File: src/hw/rtl/lee_pkg.sv
// ----------------------------------------------------------------------------
// lee_pkg: shared types and constants of the line editor
// Item structs, register indexes and reset values, controller states and store sizing.
// ----------------------------------------------------------------------------
package lee_pkg;

  // Line store sizing
  localparam int LINE_DEPTH = 64;
  localparam int ADDR_W     = $clog2(LINE_DEPTH);
  localparam int CNT_W      = $clog2(LINE_DEPTH + 1);

  // Register reset values
  localparam logic [7:0] ERASE_RST    = 8'd35;  // '#'
  localparam logic [7:0] KILL_RST     = 8'd64;  // '@'
  localparam logic [7:0] LINE_END_RST = 8'd10;  // LF

  // Configuration register indexes
  typedef enum logic [1:0] {
    CFG_ERASE    = 2'd0,
    CFG_KILL     = 2'd1,
    CFG_LINE_END = 2'd2
  } cfg_reg_t;

  // Controller states
  typedef enum logic {
    ST_IDLE  = 1'b0,
    ST_DRAIN = 1'b1
  } lee_state_t;

  // Input item
  typedef struct packed {
    logic [7:0] char_in;
    logic       end_of_input;
  } in_item_t;

  // Result item
  typedef struct packed {
    logic [7:0] char_out;
    logic       last_of_line;
    logic       truncated;
  } out_item_t;

endpackage

File: src/hw/rtl/line_editor_erase_kill.sv
// An ordinary, erase or kill item is absorbed as it is accepted; the first character
//   of a non-empty line is offered once ST_DRAIN loads it into the output register.
// Throughput: 1 input item per cycle while editing; a line drains at 1 character per
//   cycle via the store read port while out_ready is high; in_ready is low meanwhile.
// Reset: synchronous, active low; registers return to '#', '@', LF, the line
//   is empty and no item is pending. Store contents stay undefined.
// ----------------------------------------------------------------------------
// line_editor_erase_kill: line editor with erase and kill characters
// Collects characters in a stack-like store and drains the finished line.
// ----------------------------------------------------------------------------
module line_editor_erase_kill (
  input  logic              clk,
  input  logic              rst_n,
  input  logic              in_valid,
  output logic              in_ready,
  input  lee_pkg::in_item_t  in_data,
  output logic              out_valid,
  input  logic              out_ready,
  output lee_pkg::out_item_t out_data,
  input  logic              cfg_valid,
  output logic              cfg_ready,
  input  lee_pkg::cfg_reg_t  cfg_index,
  input  logic [7:0]        cfg_data
);
  import lee_pkg::*;

  lee_state_t        state_r, state_nxt;
  logic [7:0]        erase_r, kill_r, line_end_r;
  logic [CNT_W-1:0]  fill_r, fill_nxt;
  logic              drop_r, drop_nxt;
  logic [ADDR_W-1:0] rd_ptr_r, rd_ptr_nxt;
  logic              out_valid_r, out_valid_nxt;
  out_item_t         out_data_r, out_data_nxt;

  logic              accept;
  logic              is_flush, is_erase, is_kill;
  logic              wr_en;
  logic [7:0]        rd_data;
  logic              can_load;
  logic              rd_last;

  assign cfg_ready = 1'b1;
  assign in_ready  = (state_r == ST_IDLE);
  assign accept    = in_valid && in_ready;
  assign out_valid = out_valid_r;
  assign out_data  = out_data_r;

  // Character classification, first match wins
  assign is_flush = in_data.end_of_input || (in_data.char_in == line_end_r);
  assign is_erase = !is_flush && (in_data.char_in == erase_r);
  assign is_kill  = !is_flush && !is_erase && (in_data.char_in == kill_r);
  assign wr_en    = accept && !is_flush && !is_erase && !is_kill &&
                    (fill_r < CNT_W'(LINE_DEPTH));

  assign can_load = !out_valid_r || out_ready;
  assign rd_last  = ({1'b0, rd_ptr_r} + CNT_W'(1)) == fill_r;

  // Store; read address follows the next pointer so data lines up with it
  lee_line_ram u_ram (
    .clk     (clk),
    .wr_en   (wr_en),
    .wr_addr (fill_r[ADDR_W-1:0]),
    .wr_data (in_data.char_in),
    .rd_addr (rd_ptr_nxt),
    .rd_data (rd_data)
  );

  // Configuration registers
  always_ff @(posedge clk) begin
    if (!rst_n) begin
      erase_r    <= ERASE_RST;
      kill_r     <= KILL_RST;
      line_end_r <= LINE_END_RST;
    end else if (cfg_valid && cfg_ready) begin
      case (cfg_index)
        CFG_ERASE:    erase_r    <= cfg_data;
        CFG_KILL:     kill_r     <= cfg_data;
        CFG_LINE_END: line_end_r <= cfg_data;
        default:      ;
      endcase
    end
  end

  // Next state
  always_comb begin
    state_nxt = state_r;
    case (state_r)
      ST_IDLE: begin
        if (accept && is_flush && (fill_r != '0)) state_nxt = ST_DRAIN;
      end
      ST_DRAIN: begin
        if (can_load && rd_last) state_nxt = ST_IDLE;
      end
      default: state_nxt = ST_IDLE;
    endcase
  end

  // Line bookkeeping and output register
  always_comb begin
    fill_nxt      = fill_r;
    drop_nxt      = drop_r;
    rd_ptr_nxt    = rd_ptr_r;
    out_valid_nxt = out_valid_r && !out_ready;
    out_data_nxt  = out_data_r;
    case (state_r)
      ST_IDLE: begin
        if (accept) begin
          if (is_flush) begin
            rd_ptr_nxt = '0;
            if (fill_r == '0) drop_nxt = 1'b0;
          end else if (is_erase) begin
            if (fill_r != '0) fill_nxt = fill_r - CNT_W'(1);
          end else if (is_kill) begin
            fill_nxt = '0;
            drop_nxt = 1'b0;
          end else if (wr_en) begin
            fill_nxt = fill_r + CNT_W'(1);
          end else begin
            drop_nxt = 1'b1;
          end
        end
      end
      ST_DRAIN: begin
        if (can_load) begin
          out_valid_nxt             = 1'b1;
          out_data_nxt.char_out     = rd_data;
          out_data_nxt.last_of_line = rd_last;
          out_data_nxt.truncated    = drop_r;
          if (rd_last) begin
            fill_nxt = '0;
            drop_nxt = 1'b0;
          end else begin
            rd_ptr_nxt = rd_ptr_r + ADDR_W'(1);
          end
        end
      end
      default: ;
    endcase
  end

  // Control registers
  always_ff @(posedge clk) begin
    if (!rst_n) begin
      state_r     <= ST_IDLE;
      fill_r      <= '0;
      drop_r      <= 1'b0;
      rd_ptr_r    <= '0;
      out_valid_r <= 1'b0;
    end else begin
      state_r     <= state_nxt;
      fill_r      <= fill_nxt;
      drop_r      <= drop_nxt;
      rd_ptr_r    <= rd_ptr_nxt;
      out_valid_r <= out_valid_nxt;
    end
  end

  // Payload register
  always_ff @(posedge clk) begin
    out_data_r <= out_data_nxt;
  end

endmodule

File: src/hw/rtl/lee_line_ram.sv
// ----------------------------------------------------------------------------
// lee_line_ram: line store
// Single write port, single read port, registered read data.
// ----------------------------------------------------------------------------
module lee_line_ram (
  input  logic                      clk,
  input  logic                      wr_en,
  input  logic [lee_pkg::ADDR_W-1:0] wr_addr,
  input  logic [7:0]                wr_data,
  input  logic [lee_pkg::ADDR_W-1:0] rd_addr,
  output logic [7:0]                rd_data
);
  import lee_pkg::*;

  logic [7:0] mem [LINE_DEPTH];

  // Write port
  always_ff @(posedge clk) begin
    if (wr_en) begin
      mem[wr_addr] <= wr_data;
    end
  end

  // Read port, registered read data
  always_ff @(posedge clk) begin
    rd_data <= mem[rd_addr];
  end

endmodule

File: config.mk
export PLATFORM = sky130hd
export DESIGN_NAME = line_editor_erase_kill
export DESIGN_NICKNAME = d
export VERILOG_FILES = /design/src/hw/rtl/lee_pkg.sv /design/src/hw/rtl/line_editor_erase_kill.sv /design/src/hw/rtl/lee_line_ram.sv
export SDC_FILE = /design/constraint.sdc
export NUM_CORES = 1
export LEC_CHECK = 0
export BUFFER_PORTS_ARGS = -buffer_cell sky130_fd_sc_hd__buf_2
export CORE_MARGIN = 1
export CORE_UTILIZATION = 35
export DETAILED_ROUTE_END_ITERATION = 12
export PLACE_DENSITY = 0.57
export SLEW_MARGIN = 10
export SYNTH_ARGS = -nofsm -noshare
export SYNTH_HDL_FRONTEND = slang
export SYNTH_SLANG_ARGS = --single-unit
File: constraint.sdc
create_clock -name clk -period 3.9 [get_ports clk]
set_input_delay 0 -clock clk [delete_from_list [all_inputs] [get_ports clk]]
set_output_delay 0 -clock clk [all_outputs]
set_load 0.03 [all_outputs]
; ---- Word-level counts from Yosys, hierarchy flattened
; Memories as Yosys holds them, arrays and structs flattened. A register that Yosys moved wholly into a read port is not among the register bits.
; Cells that the tools add are included.
[word_totals]
ff_bits = 50
ramBits = 512
inputBits = 24
out_inout_bits = 13
wordCells = 91
memories = 1
[memory_table]
columns = memory, depth, word_bits, read_ports, rd_ports_with_merged_regs, write_ports, line_no
row1 = u_ram.mem, 64, 8, 1, 1, 1, lee_line_ram.sv:15  ; logic [7:0] mem [LINE_DEPTH];
[op_classes]
add_sub_neg = 4
n_lt_le_gt_ge = 1
n_eq_ne = 15
mux = 30
bitwise_logic = 1
reduce_logical = 28
[ops]
columns = cell, n
row1 = 2-to-1 mux 7 bit, 8
row2 = equality test 8 bit, 3
row3 = 2-to-1 mux 6 bit, 4
row4 = 2-to-1 mux 1 bit, 14
row5 = one-hot mux 7 bit (2 select lines), 1
row6 = logical AND 1 bit, 12
row7 = one-hot mux 6 bit (2 select lines), 1
row8 = AND reduction 6 bit, 2
row9 = AND reduction 2 bit, 4
row10 = adder 6 x 1 -> 7 bit (second input constant), 1
row11 = adder 7 x 1 -> 7 bit (second input constant), 1
row12 = equality test 7 bit, 1
row13 = zero test 7 bit, 1
row14 = less-than comparator 7 bit (second input constant), 1
row15 = nonzero test 7 bit, 1
row16 = subtractor 7 x 1 -> 7 bit (second input constant), 1
row17 = adder 6 x 1 -> 6 bit (second input constant), 1
row18 = != test 2 x 1 -> 1 bit (second input constant), 3
row19 = != test 3 x 2 -> 1 bit (second input constant), 2
row20 = zero test 1 bit, 5
row21 = != test 4 x 1 -> 1 bit (second input constant), 1
row22 = != test 4 bit (second input constant), 1
row23 = one-hot mux 1 bit (2 select lines), 2
row24 = != test 3 bit (second input constant), 1
row25 = other kinds (6), 7

; ---- Longest topological paths before layout
; Gate-level depths: netlist of the first run.
[logic_depth]
word_depth = 16
mapped_depth = 16

; ---- By module
; A second synthesis of the first run with hierarchy kept.
[hier_totals]
cells_unflattened = 1220
area_unflattened_um2 = 22823.1
[by_module_without_submodules]
columns = mod, instances, cells_each, area_per_inst_um2
row1 = lee_line_ram, 1, 940, 20166.8
row2 = line_editor_erase_kill, 1, 280, 2656.3

; ---- Worst setup path before layout of the first run
; OpenSTA, ideal clock, no wires.
[synth_path]
path_kind = register -> register
from = register rd_ptr_r[1]
to = register u_ram.rd_data[3] (read register of u_ram.mem)
setup_ns = 0.122
arrival_ns = 3.044
setup_slack_ns = 0.734
stages_incl_launch_ff = 17
period_less_slack_ns = 3.166
cell_sequence = dfxtp_1 -> ha_1 -> buf_2 -> o21ba_1 -> a22oi_1 -> o2111ai_2 -> a22oi_4 -> buf_6 -> mux2_1 -> buf_2 -> buf_2 -> buf_2 -> nand2_1 -> nand3_1 -> nand4_1 -> o2111ai_1 -> o32a_1
[synth_via]
elab_chain_len = 5
[synth_lines]
columns = element, line_no
row1 = start: declaration, line_editor_erase_kill.sv:31  ; logic [ADDR_W-1:0] rd_ptr_r, rd_ptr_nxt;
row2 = start signal: assignment, line_editor_erase_kill.sv:153  ; rd_ptr_r <= rd_ptr_nxt;
row3 = adder 6 x 1 -> 7 bit, line_editor_erase_kill.sv:56  ; assign rd_last = ({1'b0, rd_ptr_r} + CNT_W'(1)) == fill_r;
row4 = equality test 7 bit, line_editor_erase_kill.sv:56
row5 = 2-to-1 mux 6 bit, line_editor_erase_kill.sv:129  ; if (rd_last) begin
row6 = 2-to-1 mux 6 bit, line_editor_erase_kill.sv:124  ; if (can_load) begin
row7 = one-hot mux 6 bit (2 select lines) (*), line_editor_erase_kill.sv:105  ; case (state_r)
row8 = end: declaration, lee_line_ram.sv:11  ; output logic [7:0] rd_data
; Mark *: on every way between the ends. The rest lies on a longest branch, timed or not.
; A chain may end at the register's enable or synchronous reset.

; ---- Worst setup path after layout of the first run
[layout_path]
from = register rd_ptr_r[0]
to = register u_ram.rd_data[4] (read register of u_ram.mem)
; Same word-level chain as after synthesis.

==> impl_metrics.py, run 1 <==
metrics = {
    "run_status": {
        "status": "completed",
    },
    "yosys": {
        "ys.flop_type": "edfxtp_1",
        "syn_area_sq_um": 24340,
        "avgSynthCellArea_sq_um": 13.49,
        "syn_nets": 1833,
        "synthAdderAreaFrac_pct": 0.2056,
        "synthMuxAreaShare_pct": 7.433,
        "synth_cell_type_count": 77,
        "synthCells": 1805,
        "yosys_warnings": 0,
        "ys_seq_area_share_pct": 68.34,
        "synth-seq-cells": 570,
        "synth_edf_count": 522,
        "synth_top_family_by_area": "simple AND/OR/NAND/NOR gates",
        "synth-simple-area-share_pct": 10.71,
        "synthArstFlopShare_pct": 0,
        "synth_compound_area_share_pct": 9.360,
        "synth_xor_area_share_pct": 1.352,
    },
    "floorplanning": {
        "fp.dieH_um": 265.7,
        "die_area_sq_um": 70610,
        "ios": 37,
        "placementRows": 96,
        "core-area_sq_um": 68710,
        "initial_core_util_pct": 35.43,
        "dieWidth_um": 265.7,
    },
    "pwr": {
        "internal_power_uw": 9951,
        "ir_drop_mv": 0.3534,
        "clkPwrFrac_pct": 43.5,
        "p_leak_uw": 0.009709,
        "pwr-share-seq_pct": 53.1,
        "power_switching_uw": 2674,
        "p_per_area_nw_per_um2": 447.6,
        "swShare_pct": 21.18,
        "p_comb_share_pct": 3.4,
    },
    "finish": {
        "nets": 1928,
        "fillers": 6430,
        "area_growth_pct": 15.86,
        "antennaDiodeCount": 0,
        "final_cell_area_sq_um": 28200,
        "drive_above_1_share_pct": 14.79,
        "final_util_pct": 41.05,
    },
    "global_route": {
        "grt_pass1_vias": 15576,
        "grt_max_degree": 65,
        "use_met1_pct": 26.73,
        "antenna_found_initial": 2,
        "grt.total_usage_pct": 19.53,
        "grt_use_met2_pct": 31.36,
        "gr-total-overflow": 0,
        "grt.busiest_layer": "met2",
        "grtUsageMet3_pct": 3.882,
        "grt_pass1_wl_um": 103300,
    },
    "drt": {
        "drt_pass1_iterations": 5,
        "drt_wl_total_um": 69570,
        "wl_per_cell_um": 24.17,
        "drt_drc_violations_left": 0,
        "vias_per_cell": 5.587,
        "vias": 16080,
        "drtIter0Drc": 1653,
        "ant_nets": 0,
    },
    "sta": {
        "finalClockSkew_ns": 0.03730,
        "final_max_slew_viol_count": 0,
        "layout_min_cycle_time_ns": 3.780,
        "hold_viol_final": 0,
        "fmax_ghz": 0.2645,
        "timing.slew.headroom_pct": 18.46,
        "setup_viol": 0,
        "min_period_over_period_pct": 96.93,
        "rsz0062_at_grt": "true",
        "tightestPinTransition_ns": 1.216,
    },
    "placement": {
        "routabilityCongestion": 0.9239,
        "port_buffers": 35,
        "place_area_sq_um": 26060,
        "hpwl_um": 44460,
    },
    "worst_setup_path": {
        "worstSetupPathType": "flop to flop",
        "cp.required_ns": 4.40,
        "rr_worst_depth": 13,
        "cp_slowest_cell": "mux2_4",
        "cp.arrival_ns": 4.28,
        "cp-end-kind": "flop",
        "path_cells": "ha_1, o21ba_1, a22oi_1, o2111ai_2, a22oi_4, buf_12, mux2_4, nor2_1, nand2_2, o22ai_1, nor4_2, buf_4, o32a_1",
        "worst-path-max-fanout": 28,
        "slowest_delay_ns": 0.45,
        "startpoint_type": "flop",
    },
    "cts": {
        "cts_root_buffer": "clkbuf_16",
        "cts_tree": "done",
        "numCtsBuffers": 59,
        "htreeDepth": 2,
        "clockBufferDepth": 3,
        "clkTransAtPathRegs_ns": 0.06,
        "cts.sinks": 570,
        "clock_latency_ns": 0.64,
    },
    "job": {
        "maxCapViolCount": 0,
    },
    "hold_path": {
        "hp-class": "input pin to flop",
        "worstHoldPathCells": 6,
    },
}
[critical path: cells and delay by family (launching register included)]
family / cells / cell delay (ns)
buffers and inverters: 2 / 0.40
DFF: 1 / 0.32
AOI/OAI and AO/OA: 6 / 1.64
and+or+nand+nor: 3 / 0.53
adders and majority gates: 1 / 0.29
muxes: 1 / 0.45
[layer usage]
layer / wire length [um] / vias up
met5: 13 / -
met4: 1753 / 2
met3: 5243 / 116
met2: 33170 / 711
met1: 29390 / 8087
li1: - / 7164
[repair_timing]
action / in CTS / in global routing
endpoints found under the hold margin: 59 / 0
hold buffers: 20 / 0
setup endpoints to repair: 0 / 8
buffers inserted: 0 / 4
resized for setup: 0 / 7
[cells in the final DEF (no fill, tap or decap), types with 6 or more instances in the layout]
cell type / count
xnor2_1: 13
dlygate4sd3_1: 20
nand4_1: 21
mux2i_1: 125
buf_2: 35
mux2_2: 38
a22oi_1: 6
o22ai_1: 135
nor3_1: 45
inv_1: 6
o32a_1: 6
a21oi_1: 31
xor2_1: 19
o211a_1: 7
o21ai_0: 15
clkinv_2: 11
a221oi_1: 7
buf_4: 82
a211o_1: 6
and2_1: 28
nor2_1: 138
clkbuf_16: 59
nor4_1: 8
a31oi_1: 21
and3_1: 15
clkinv_1: 15
nand3_1: 96
edfxtp_1: 522
dfxtp_1: 47
o2111ai_1: 6
clkbuf_1: 11
buf_12: 17
a211oi_1: 32
nand2_1: 188
a22o_1: 8
[power groups by stage]
stage,combinational (uW),sequential (uW),clock (uW)
6_report,434,6700,5490
5_1_grt,466,6700,5810
4_1_cts,437,6700,5580
3_5_place_dp,421,6830,0
3_3_place_gp,415,6830,0
2_1_floorplan,187,6830,0
[cells by family (layout without fill, tap and decap cells)]
kind of cell | count (synthesis) | count (layout)
AND/OR/NAND/NOR | 571 | 571
multiplexers | 170 | 170
other | 1 | 1
XOR/XNOR | 35 | 35
flip-flops | 570 | 570
adder cells (fa/ha/maj) | 4 | 4
AO/OA/AOI/OAI | 326 | 326
buffers and inverters | 128 | 270
[final timing paths]
check                      startpoint                       end  slack, ns
max reg2reg    rd_ptr_r[0]$_SDFF_PN0_  u_ram.rd_data[4]$_DFF_P_       0.12
min reg2reg  u_ram.rd_data[4]$_DFF_P_     out_data[6]$_DFFE_PP_       0.43
max            rd_ptr_r[0]$_SDFF_PN0_  u_ram.rd_data[4]$_DFF_P_       0.12
min                          in_valid       drop_r$_SDFFE_PN0P_       0.12
[synth_stat cells (4+ instances only)]
| master | count | area [sq um] |
|---|---|---|
| a211o_1 | 6 | 52.55 |
| a211oi_1 | 32 | 240.2 |
| a21oi_1 | 31 | 155.2 |
| a221oi_1 | 7 | 61.31 |
| a22o_1 | 8 | 70.07 |
| a22oi_1 | 6 | 45.04 |
| a31oi_1 | 21 | 131.4 |
| a32oi_1 | 4 | 35.03 |
| and2_1 | 28 | 175.2 |
| and3_1 | 15 | 93.84 |
| buf_1 | 9 | 33.78 |
| buf_2 | 49 | 245.2 |
| buf_4 | 9 | 67.56 |
| buf_6 | 7 | 78.83 |
| clkbuf_1 | 46 | 172.7 |
| dfxtp_1 | 48 | 960.9 |
| edfxtp_1 | 522 | 15680 |
| ha_1 | 4 | 50.05 |
| inv_1 | 6 | 22.52 |
| mux2_2 | 38 | 427.9 |
| mux2i_1 | 125 | 1251 |
| nand2_1 | 189 | 709.4 |
| nand3_1 | 97 | 485.5 |
| nand3b_1 | 5 | 37.54 |
| nand4_1 | 21 | 131.4 |
| nor2_1 | 139 | 521.8 |
| nor3_1 | 45 | 225.2 |
| nor4_1 | 10 | 62.56 |
| o2111ai_1 | 8 | 70.07 |
| o211a_1 | 7 | 70.07 |
| o211ai_1 | 5 | 37.54 |
| o21ai_0 | 15 | 75.07 |
| o21ai_1 | 4 | 20.02 |
| o22ai_1 | 135 | 844.6 |
| o31ai_1 | 5 | 37.54 |
| o32a_1 | 6 | 60.06 |
| xnor2_1 | 13 | 113.9 |
| xor2_1 | 19 | 166.4 |
[final cells by class]
class / count / area [sq um] / share of cell area, %
timing repair buffer: 155 / 1343 / 4.760
tap: 931 / 1165 / 4.130
clock inverter: 36 / 306.5 / 1.087
multi-input combinational: 1107 / 7179 / 25.46
clock buffer: 72 / 1545 / 5.479
inverter: 7 / 26.28 / 0.09317
sequential: 570 / 16640 / 58.99
[metrics by stage]
stage | hold slack [ns] | TNS [ns] | cells | worst slack, ns | power (uW)
2_1_floorplan | 0.06194 | 0 | 1805 | 0.7338 | 7014
3_3_place_gp | 0.2479 | 0 | 2746 | 0.1738 | 7247
3_5_place_dp | 0.2511 | 0 | 2746 | 0.1399 | 7252
4_1_cts | 0.09274 | 0 | 2874 | 0.09932 | 12710
5_1_grt | 0.1722 | -0.009857 | 2878 | -0.009857 | 12980
6_report | 0.1160 | 0 | 2878 | 0.1196 | 12620
[flip-flops by register name (all words and copies together), names as in the netlist]
name,count
drop_r,1
erase_r,8
fill_r,7
kill_r,8
line_end_r,8
out_data,10
out_valid,1
rd_ptr_r,6
state_r,1
u_ram.mem,512
u_ram.rd_data,8
No activity file was read; power rests on OpenSTA's default activity.
==> inputs of run 2 (changes only) <==
--- a/config.mk
+++ b/config.mk
@@ -9,7 +9,9 @@
 export CORE_MARGIN = 1
 export CORE_UTILIZATION = 35
 export DETAILED_ROUTE_END_ITERATION = 12
+export GPL_TIMING_DRIVEN = 0
 export PLACE_DENSITY = 0.57
+export REMOVE_ABC_BUFFERS = 1
 export SLEW_MARGIN = 10
 export SYNTH_ARGS = -nofsm -noshare
 export SYNTH_HDL_FRONTEND = slang
==> impl_metrics.py, run 2 (synthesis gave the netlist of run 1 again) <==
metrics = {
    "cts": {
        "clockBufferDepth": 3,
        "clock_latency_ns": 0.63,
        "cts_root_buffer": "clkbuf_16",
        "htreeDepth": 2,
        "cts.sinks": 570,
        "clkTransAtPathRegs_ns": 0.07,
        "cts_tree": "done",
        "numCtsBuffers": 58,
    },
    "global_route": {
        "grt_use_met2_pct": 30.72,
        "grt.busiest_layer": "met2",
        "grt_pass1_vias": 15542,
        "grtUsageMet3_pct": 3.706,
        "grt.total_usage_pct": 19.49,
        "gr-total-overflow": 0,
        "antenna_found_initial": 0,
        "grt_max_degree": 68,
        "use_met1_pct": 27.61,
        "grt_pass1_wl_um": 102200,
    },
    "drt": {
        "drt_drc_violations_left": 0,
        "wl_per_cell_um": 24.87,
        "drtIter0Drc": 2172,
        "drt_wl_total_um": 72220,
        "vias": 16588,
        "drt_pass1_iterations": 6,
        "ant_nets": 0,
        "vias_per_cell": 5.712,
    },
    "worst_setup_path": {
        "cp.required_ns": 4.46,
        "worst-path-max-fanout": 9,
        "timing.rr.start": "rd_ptr_r[2]$_SDFF_PN0_",
        "crit_start": "rd_ptr_r[2]$_SDFF_PN0_",
        "cp-end-kind": "flop",
        "worstSetupPathType": "flop to flop",
        "startpoint_type": "flop",
        "cp.arrival_ns": 4.45,
    },
    "placement": {
        "port_buffers": 35,
        "place_area_sq_um": 25830,
        "routabilityCongestion": 0.8243,
        "dpl.cell_count": 2675,
        "hpwl_um": 38400,
        "dp_worst_setup_slack_ns": -2.249,
    },
    "finish": {
        "antennaDiodeCount": 0,
        "fin_cells": 2904,
        "largest_register_ffs": 512,
        "regMostFlops": "u_ram.mem",
        "final_util_pct": 43.23,
        "mostFrequentLayoutCell": "edfxtp_1",
        "nets": 1953,
        "drive_above_1_share_pct": 20.27,
        "final_cell_area_sq_um": 29700,
        "area_growth_pct": 22.01,
        "layout_common_cells": "522 x edfxtp_1, 183 x nand2_1, 127 x o22ai_1",
    },
    "sta": {
        "hold_viol_final": 0,
        "timing.slew.headroom_pct": 29.71,
        "finalClockSkew_ns": 0.01566,
        "min_period_over_period_pct": 99.93,
        "final_max_slew_viol_count": 0,
        "setup_viol": 0,
        "setup_slack_ns": 0.002659,
        "layout_min_cycle_time_ns": 3.897,
        "setup_tns_ns": 0,
        "fmax_ghz": 0.2566,
        "tightestPinTransition_ns": 1.048,
        "rsz0062_at_grt": "true",
    },
    "floorplanning": {
        "initial_core_util_pct": 35.43,
        "core-area_sq_um": 68710,
        "placementRows": 96,
        "dieWidth_um": 265.7,
        "ios": 37,
        "fp.dieH_um": 265.7,
        "die_area_sq_um": 70610,
    },
    "job": {
        "maxCapViolCount": 0,
    },
    "pwr": {
        "p_comb_share_pct": 4.1,
        "power_switching_uw": 2662,
        "swShare_pct": 21.23,
        "internal_power_uw": 9876,
        "clkPwrFrac_pct": 42.5,
        "ir_drop_mv": 0.3180,
        "pwr-share-seq_pct": 53.4,
        "p_leak_uw": 0.01021,
        "p_per_area_nw_per_um2": 422.2,
    },
    "run_status": {
        "status": "completed",
    },
    "hold_path": {
        "hp-class": "input pin to flop",
        "holdCritStartpoint": "in_data[8]",
    },
}
run 2: changes by cell type in the layout (fill, tap and decap cells not counted), sizes merged, moves of 2 or more:
cell / delta
clkinvlp: -2
bufbuf: +6
clkbuf: +12
buf: +2
clkinv: -2
dlygate4sd3: +4
mux2: +6
bufinv: -2
run 2: per-layer routing:
metal | part of all wire (%) | routed length (um)
met2 | 46 | 33360
met1 | 42 | 30230
met5 | 0 | 0
met4 | 2.3 | 1690
met3 | 9.6 | 6940
run 2: worst paths after layout:
check,end,slack [ns],cells past startpoint
setup reg to reg,u_ram.rd_data[7]$_DFF_P_,0.003,13
hold reg to reg,out_data[9]$_DFFE_PP_,0.40,0
setup / recovery,u_ram.rd_data[7]$_DFF_P_,0.003,13
hold / removal,u_ram.mem[54][7]$_DFFE_PP_,0.03,1
run 2: stage by stage:
stage,hold slack [ns],power [uW]
floorplan,0.06194,7000
global route,0.03836,12860
global placement,0.2464,7197
finish,0.02835,12540
CTS,0.02558,12570
detailed placement,0.2544,7229
run 2: final cells by class:
| cell class | instances | area (sq um) |
|---|---|---|
| inverter | 7 | 30.03 |
| fill | 6237 | 39010 |
| timing repair buffer | 172 | 2125 |
| clock buffer | 79 | 1570 |
| sequential | 570 | 16650 |
| tap | 931 | 1165 |
| multi-input combinational | 1116 | 7931 |
| clock inverter | 29 | 226.5 |
run 2: timing repair:
action	CTS	global route
endpoints found under the setup margin	144	144
hold buffers	30	0
hold endpoints to repair	171	0
pin swaps	17	18
resized for setup	88	50
cloned	12	7
buffers inserted	45	28
run 2: worst max-delay path: stages (launching register included):
cell and delay [ns]:
dfxtp_4 0.47, nand3_1 0.23, xnor2_1 0.31, o2111ai_4 0.22
a22oi_4 0.32, clkbuf_16 0.22, buf_4 0.12, buf_12 0.11
mux2_8 0.41, mux2i_1 0.14, mux2_2 0.26, a22o_1 0.24
nor4_4 0.47, o32a_1 0.29
run 2: power groups by stage:
stage | registers, uW | clock network, uW | logic (uW)
5_1_grt | 6700 | 5630 | 539
3_5_place_dp | 6830 | 0 | 397
2_1_floorplan | 6830 | 0 | 171
4_1_cts | 6700 | 5390 | 487
6_report | 6700 | 5330 | 513
3_3_place_gp | 6830 | 0 | 362
==> inputs of run 3 (changes only) <==
--- a/config.mk
+++ b/config.mk
@@ -5,7 +5,7 @@
 export SDC_FILE = /design/constraint.sdc
 export NUM_CORES = 1
 export LEC_CHECK = 0
-export BUFFER_PORTS_ARGS = -buffer_cell sky130_fd_sc_hd__buf_2
+export BUFFER_PORTS_ARGS = -buffer_cell sky130_fd_sc_hd__clkbuf_2
 export CORE_MARGIN = 1
 export CORE_UTILIZATION = 35
 export DETAILED_ROUTE_END_ITERATION = 12
==> impl_metrics.py, run 3 (synthesis gave the netlist of run 1 again) <==
metrics = {
    "run_status": {
        "status": "completed",
    },
    "worst_setup_path": {
        "startpoint_type": "flop",
        "worst-path-max-fanout": 28,
        "cp-end-kind": "flop",
        "worstSetupPathType": "flop to flop",
        "cp.required_ns": 4.43,
        "cp.arrival_ns": 4.37,
    },
    "sta": {
        "finalClockSkew_ns": 0.02652,
        "setup_slack_ns": 0.05773,
        "layout_min_cycle_time_ns": 3.842,
        "setup_viol": 0,
        "min_period_over_period_pct": 98.52,
        "final_max_slew_viol_count": 0,
        "tightestPinTransition_ns": 1.139,
        "rsz0062_at_grt": "true",
        "hold_viol_final": 0,
        "timing.slew.headroom_pct": 23.88,
        "fmax_ghz": 0.2603,
    },
    "floorplanning": {
        "die_area_sq_um": 70610,
        "placementRows": 96,
        "ios": 37,
        "initial_core_util_pct": 35.43,
        "core-area_sq_um": 68710,
        "fp.dieH_um": 265.7,
        "dieWidth_um": 265.7,
    },
    "drt": {
        "drt_pass1_iterations": 6,
        "drtIter0Drc": 1926,
        "drt_wl_total_um": 70550,
        "drt_drc_violations_left": 0,
        "vias": 16166,
        "vias_per_cell": 5.648,
        "ant_nets": 0,
        "wl_per_cell_um": 24.65,
    },
    "placement": {
        "dpl.cell_count": 2678,
        "port_buffers": 35,
        "dp_worst_setup_slack_ns": -2.251,
        "hpwl_um": 39650,
        "place_area_sq_um": 25920,
        "routabilityCongestion": 0.8237,
    },
    "global_route": {
        "grt.busiest_layer": "met2",
        "grt_use_met2_pct": 29.96,
        "gr-total-overflow": 0,
        "grt_pass1_wl_um": 101200,
        "grt_pass1_vias": 15404,
        "grtUsageMet3_pct": 4.307,
        "grt.total_usage_pct": 19.38,
        "grt_max_degree": 68,
        "antenna_found_initial": 1,
        "use_met1_pct": 26.95,
    },
    "finish": {
        "fillers": 6209,
        "area_growth_pct": 19.84,
        "fin_cells": 2862,
        "largest_register_ffs": 512,
        "final_cell_area_sq_um": 29170,
        "antennaDiodeCount": 0,
        "regMostFlops": "u_ram.mem",
        "drive_above_1_share_pct": 17.87,
        "mostFrequentLayoutCell": "edfxtp_1",
        "nets": 1912,
        "layout_common_cells": "522 x edfxtp_1, 183 x nand2_1, 128 x o22ai_1",
    },
    "pwr": {
        "p_per_area_nw_per_um2": 431.0,
        "p_total_uw": 12570,
        "ir_drop_mv": 0.3210,
        "p_leak_uw": 0.009929,
    },
    "cts": {
        "cts_tree": "done",
        "clock_latency_ns": 0.62,
        "htreeDepth": 2,
        "numCtsBuffers": 59,
        "clockBufferDepth": 3,
        "clkTransAtPathRegs_ns": 0.06,
        "cts_root_buffer": "clkbuf_16",
        "cts.sinks": 570,
    },
    "hold_path": {
        "hp-class": "input pin to flop",
    },
    "job": {
        "maxCapViolCount": 0,
    },
}
[run 3: cell count changes in the layout (fill, tap and decap cells not counted), moves of 5 or more]
cell      change
buf_6         -5
clkbuf_4      +8
buf_2        -27
buf_4        -34
clkbuf_2     +27
[run 3: repair_timing]
action                                 CTS  global route
endpoints found under the hold margin  152             0
buffers inserted                        34             7
resized for setup                       71            41
pin swaps                               19             9
gates cloned                             8             2
setup endpoints to repair               88           298
hold buffers                            25             0
[run 3: area by class of cell]
cell class	instances	area, sq um	share of cell area (%)
well taps	931	1165	3.993
clock buffers	78	1578	5.409
repair buffers	133	1700	5.829
clock inverters	30	246.5	0.8449
flip-flops and latches	570	16650	57.07
inverters	7	30.03	0.1029
multi-input cells	1113	7802	26.75
[run 3: critical path: stages (launching register included)]
cell,delay [ns]
dfxtp_4,0.37
buf_12,0.16
and2_1,0.20
a2111oi_4,0.48
nor3_4,0.15
a22oi_4,0.22
clkbuf_16,0.21
mux2i_4,0.34
clkbuf_16,0.22
buf_16,0.16
nand3_1,0.09
o211a_1,0.12
a22o_1,0.26
or4_4,0.49
a32oi_4,0.25
[run 3: metrics by stage]
stage / setup TNS [ns] / utilization [%] / hold slack [ns]
after floorplan: -31.82 / - / 0.06194
after global placement: -372.97 / 36.50 / 0.2650
after detailed placement: -102.23 / 37.72 / 0.2719
after CTS: -4.159 / 42.04 / 0.01113
after global routing: -0.03472 / 42.46 / 0.01616
final: 0 / 42.46 / 0.01858
[run 3: path summary, 6_finish.rpt]
kind | startpoint | endpoint | slack, ns | depth (start not counted)
setup / recovery | rd_ptr_r[0]$_SDFF_PN0_ | u_ram.rd_data[6]$_DFF_P_ | 0.06 | 14
hold / removal | in_data[6] | u_ram.mem[51][5]$_DFFE_PP_ | 0.02 | 2
setup reg to reg | rd_ptr_r[0]$_SDFF_PN0_ | u_ram.rd_data[6]$_DFF_P_ | 0.06 | 14
hold reg to reg | u_ram.rd_data[0]$_DFF_P_ | out_data[2]$_DFFE_PP_ | 0.40 | 0
[run 3: power by group]
group          switching [uW]  internal, uW  total [uW]
sequential               12.2          6690        6700
clock                    2300          3090        5390
combinational             316           170         486
[run 3: layer usage]
metal / up-vias / routed length, um
li1: 7157 / -
met1: 8107 / 29320
met2: 771 / 32300
met3: 129 / 6757
met4: 2 / 2163
met5: - / 11
